===== src/hw/rtl/ile_pkg.sv =====
`default_nettype none
// ----------------------------------------------------------------------------
// ile_pkg: shared types and constants of the indexed list engine
// Request codes, status codes, fixed field widths and the per-cell control
// group that the top level broadcasts along the cell chain.
// ----------------------------------------------------------------------------
package ile_pkg;

    localparam int CAPACITY_DEF = 64;

    localparam int REQ_W    = 4;
    localparam int POS_W    = 7;
    localparam int POS2_W   = 6;
    localparam int DATA_W   = 32;
    localparam int STATUS_W = 2;

    typedef enum logic [REQ_W-1:0] {
        REQ_PUSH_BACK  = 4'd0,
        REQ_PUSH_FRONT = 4'd1,
        REQ_POP_BACK   = 4'd2,
        REQ_POP_FRONT  = 4'd3,
        REQ_INSERT     = 4'd4,
        REQ_REMOVE     = 4'd5,
        REQ_READ       = 4'd6,
        REQ_WRITE      = 4'd7,
        REQ_SWAP       = 4'd8,
        REQ_CLEAR      = 4'd9
    } req_t;

    localparam logic [STATUS_W-1:0] ST_OK    = 2'd0;
    localparam logic [STATUS_W-1:0] ST_EMPTY = 2'd1;
    localparam logic [STATUS_W-1:0] ST_RANGE = 2'd2;
    localparam logic [STATUS_W-1:0] ST_FULL  = 2'd3;

    // control broadcast to every cell at once
    typedef struct packed {
        logic sweep;       // advance the read lines one cell toward cell 0
        logic shift_up;    // cells above the index take the lower neighbor
        logic shift_down;  // cells at or above the index take the upper neighbor
        logic write_a;     // cell at the first index takes data a
        logic write_b;     // cell at the second index takes data b
    } cell_ctrl_t;

endpackage
`default_nettype wire


===== src/hw/rtl/ile_cell.sv =====
`default_nettype none
// ----------------------------------------------------------------------------
// ile_cell: one list entry of the cell chain
// Holds one element and two read-line stages. Shifts take data from either
// neighbor; the read lines pass a matching element down toward cell 0.
// ----------------------------------------------------------------------------
module ile_cell #(
    parameter int INDEX = 0,
    parameter int CMP_W = 7
) (
    input  wire                         clk,
    input  wire ile_pkg::cell_ctrl_t    ctrl,
    input  wire [CMP_W-1:0]             pos_a,
    input  wire [CMP_W-1:0]             pos_b,
    input  wire [ile_pkg::DATA_W-1:0]   data_a,
    input  wire [ile_pkg::DATA_W-1:0]   data_b,
    input  wire [ile_pkg::DATA_W-1:0]   lower_data,
    input  wire [ile_pkg::DATA_W-1:0]   upper_data,
    input  wire [ile_pkg::DATA_W-1:0]   upper_rd_a,
    input  wire [ile_pkg::DATA_W-1:0]   upper_rd_b,
    output logic [ile_pkg::DATA_W-1:0]  data,
    output logic [ile_pkg::DATA_W-1:0]  rd_a,
    output logic [ile_pkg::DATA_W-1:0]  rd_b
);

    localparam logic [CMP_W-1:0] MY_IDX = CMP_W'(INDEX);

    logic [ile_pkg::DATA_W-1:0] data_reg, data_next;
    logic [ile_pkg::DATA_W-1:0] rd_a_reg, rd_a_next;
    logic [ile_pkg::DATA_W-1:0] rd_b_reg, rd_b_next;

    always_comb
    begin
        data_next = data_reg;
        if (ctrl.shift_up)
        begin
            if (MY_IDX > pos_a)
                data_next = lower_data;
            else if (MY_IDX == pos_a)
                data_next = data_a;
        end
        if (ctrl.shift_down && (MY_IDX >= pos_a))
            data_next = upper_data;
        if (ctrl.write_a && (MY_IDX == pos_a))
            data_next = data_a;
        if (ctrl.write_b && (MY_IDX == pos_b))
            data_next = data_b;
    end

    always_comb
    begin
        rd_a_next = rd_a_reg;
        rd_b_next = rd_b_reg;
        if (ctrl.sweep)
        begin
            rd_a_next = (MY_IDX == pos_a) ? data_reg : upper_rd_a;
            rd_b_next = (MY_IDX == pos_b) ? data_reg : upper_rd_b;
        end
    end

    always_ff @(posedge clk)
    begin
        data_reg <= data_next;
        rd_a_reg <= rd_a_next;
        rd_b_reg <= rd_b_next;
    end

    assign data = data_reg;
    assign rd_a = rd_a_reg;
    assign rd_b = rd_b_reg;

endmodule
`default_nettype wire


===== config.mk =====
export PLATFORM = sky130hd
export DESIGN_NAME = ile_cell
export DESIGN_NICKNAME = d
export VERILOG_FILES = /design/src/hw/rtl/ile_pkg.sv /design/src/hw/rtl/ile_cell.sv
export SDC_FILE = /design/constraint.sdc
export NUM_CORES = 1
export LEC_CHECK = 0
export ABC_AREA = 1
export ABC_CLOCK_PERIOD_IN_PS = 3110
export BUFFER_PORTS_ARGS = -buffer_cell sky130_fd_sc_hd__buf_4
export CAP_MARGIN = 40
export CORE_AREA = 5 5 118 120
export CTS_BUF_LIST = sky130_fd_sc_hd__clkbuf_16
export DETAILED_ROUTE_END_ITERATION = 12
export DIE_AREA = 0 0 123 125
export GPL_TIMING_DRIVEN = 1
export PLACE_DENSITY = 0.77
export SLEW_MARGIN = 20
export SYNTH_ARGS = -nofsm -noshare
export SYNTH_HDL_FRONTEND = slang
export SYNTH_SLANG_ARGS = --single-unit

===== constraint.sdc =====
create_clock -name clk -period 3.11 [get_ports clk]
set_input_delay 0.4665 -clock clk [delete_from_list [all_inputs] [get_ports clk]]
set_output_delay 0.4665 -clock clk [all_outputs]
set_load 0.01 [all_outputs]

==> flow_metrics.env <==
export IMPL_cts_sinks=96
export IMPL_synth_nets=750
export IMPL_slew_headroom=0.4530
export IMPL_cap_violations=0
export IMPL_h_tree_depth=3
export IMPL_worstMarginPinSlew_ns=0.8205
export IMPL_vias=4485
export IMPL_p_switching_uw=661.6
export IMPL_p_leak_nw=3.766
export IMPL_synth_cell_types=21
export IMPL_worstPathMaxFanout=32
export IMPL_rsz0062_at_grt="false"
export IMPL_place_ws_ns=0.8024
export IMPL_fin_util=0.5735
export IMPL_start_kind="primary input"
export IMPL_synth_ff_type="edfxtp_1"
export IMPL_critPathRequiredTime_ns=3.30
export IMPL_syn_area_um2=4875
export IMPL_grt_first_pass_wirelength_um=22940
export IMPL_portBuffers=275
export IMPL_yosysTopAreaCell="edfxtp_1"
export IMPL_synth_warnings=0
export IMPL_finalNetCount=1017
export IMPL_grt_pass1_vias=4190
export IMPL_fin_crit_ns=1.919
export IMPL_clk_latency_ns=0.34
export IMPL_clockRootBuffer="clkbuf_16"
export IMPL_status="complete, no violations"
export IMPL_synthCells=538
export IMPL_cts_tree="done"
export IMPL_intPower_mw=2.353
export IMPL_fmax_ghz=0.5212
export IMPL_route_detailed_drc=0
export IMPL_antennaDiodeCount=0
export IMPL_pin_count=308
export IMPL_crit_arrival_ns=2.11
export IMPL_grt_antenna_before_repair=0
export IMPL_grt_usage=0.1958
export IMPL_post_dp_cell_area_um2=7087
export IMPL_overflow=0
export IMPL_finish_instance_area_um2=7383
export IMPL_area_growth_pct=51.46
export IMPL_yosysTopAreaCellShare=0.5914
export IMPL_p_per_area_nw_per_um2=408.3
export IMPL_p_seq_frac=0.497
export IMPL_clkPwrFrac=0.365
export IMPL_dieArea_um2=15380
export IMPL_core_um2=12870
export IMPL_p_sw_frac=0.2195
export IMPL_avgSynthCellArea_um2=9.061
export IMPL_synth_most_common_cell="nand2_1"
export IMPL_path_class="primary input to register"
export IMPL_clockBufferDepth=2
export IMPL_drv_slew=0
export IMPL_cts_resized_gates=0
export IMPL_rows=42
export IMPL_report_final_hold_viol_count=0
export IMPL_holdCritPathClass="primary input to register"
export IMPL_synth_seq_cells=96
export IMPL_yosysSeqAreaShare=0.5914
export IMPL_grt_max_degree=65
export IMPL_globalplace_congestion=0.8508
export IMPL_ys_top_cells_by_count="nand2_1, inv_1, edfxtp_1"
export IMPL_drtPass1Iterations=5
export IMPL_drt_wirelength_per_cell_um=15.89
export IMPL_cts_hold_fix_buffers=0
export IMPL_drt_total_wl_um=15670
export IMPL_period_share=0.6169
export IMPL_numCtsBuffers=9
export IMPL_async_reset_ff_frac=0
export IMPL_place_hpwl_um=11940
export IMPL_start_util=0.3786
export IMPL_drt_iter0_markers=311
export IMPL_fin_worst_skew_ns=0.008150
export IMPL_die_x_um=123
export IMPL_die_h_um=125
export IMPL_cts_setup_buffers=0
export IMPL_synth_edf_count=96
export IMPL_tns_ns=0
export IMPL_ir_worst_vdd_mv=0.1813
export IMPL_hold_ws_ns=0.3991
export IMPL_critPathCaptureType="register"
export IMPL_yosys_top_cells_area="edfxtp_1, nand2_1, inv_1, nand3_1, o21ai_0"
export IMPL_fin_ws_ns=1.191
export IMPL_ant_nets=0
export IMPL_setup_viol=0
export IMPL_path_clk_slew_ns=0.07
export IMPL_fillers=1157
export IMPL_via_per_inst=4.549
export IMPL_drive_above_1_share=0.4037
export IMPL_p_comb_frac=0.138
per-stage QoR:
step / total power, mW / instances
2_1_floorplan: 1.655 / 538
3_3_place_gp: 1.938 / 969
3_5_place_dp: 1.947 / 970
4_1_cts: 3.043 / 986
5_1_grt: 3.146 / 986
6_report: 3.014 / 986
path summary, 6_finish.rpt:
check,start,end,slack (ns),cells past startpoint
worst min register to register,data[17]$_DFFE_PP_,rd_a[17]$_DFFE_PP_,0.62,2
worst min-delay path,data_b[11],data[11]$_DFFE_PP_,0.40,3
worst max register to register,data[21]$_DFFE_PP_,rd_b[21]$_DFFE_PP_,2.19,2
worst max-delay path,pos_b[0],data[9]$_DFFE_PP_,1.19,8
logic make-up after synthesis:
family          after synthesis  synth area share
flops                        96            0.5914
simple gates                244            0.2105
compound gates               65           0.08214
buf+inv                     133            0.1160
cell usage in the layout (no fill, tap or decap), types with 7 or more instances in the layout:
master / n
o21ai_2: 20
o21ai_1: 9
clkbuf_16: 9
inv_1: 103
nor2_1: 7
o21ai_0: 35
buf_4: 283
nand3_1: 65
nand2_1: 165
edfxtp_1: 96
worst max-delay path, stage by stage:
cell and delay (ns):
buf_4 0.11, nor3_2 0.25, nand3_2 0.37, buf_4 0.31
inv_2 0.05, buf_4 0.33, nand2_1 0.08, nand2_1 0.10
metal layers:
metal | global-route usage | part of all wire
met5 | 0 | 0
met2 | 0.3458 | 0.52
met3 | 0.04381 | 0.074
met4 | 0.05928 | 0.021
met1 | 0.2362 | 0.38
final cells by class:
class	instances	area (um^2)	share of cell area
tap	176	220.2	0.02983
timing repair buffer	284	2152	0.2915
inverter	105	394.1	0.05338
multi-input combinational	309	1438	0.1947
clock inverter	7	71.32	0.009659
sequential	96	2883	0.3904
clock buffer	9	225.2	0.03050
power by group through the flow:
| stage | clock [mW] | sequential, mW | combinational [mW] |
|---|---|---|---|
| final | 1.10 | 1.50 | 0.416 |
| after detailed placement | 0 | 1.53 | 0.419 |
| after CTS | 1.12 | 1.50 | 0.420 |
| after floorplan | 0 | 1.56 | 0.0999 |
| after global routing | 1.19 | 1.50 | 0.454 |
| after global placement | 0 | 1.53 | 0.411 |
Power figures use the tool's default switching activity.
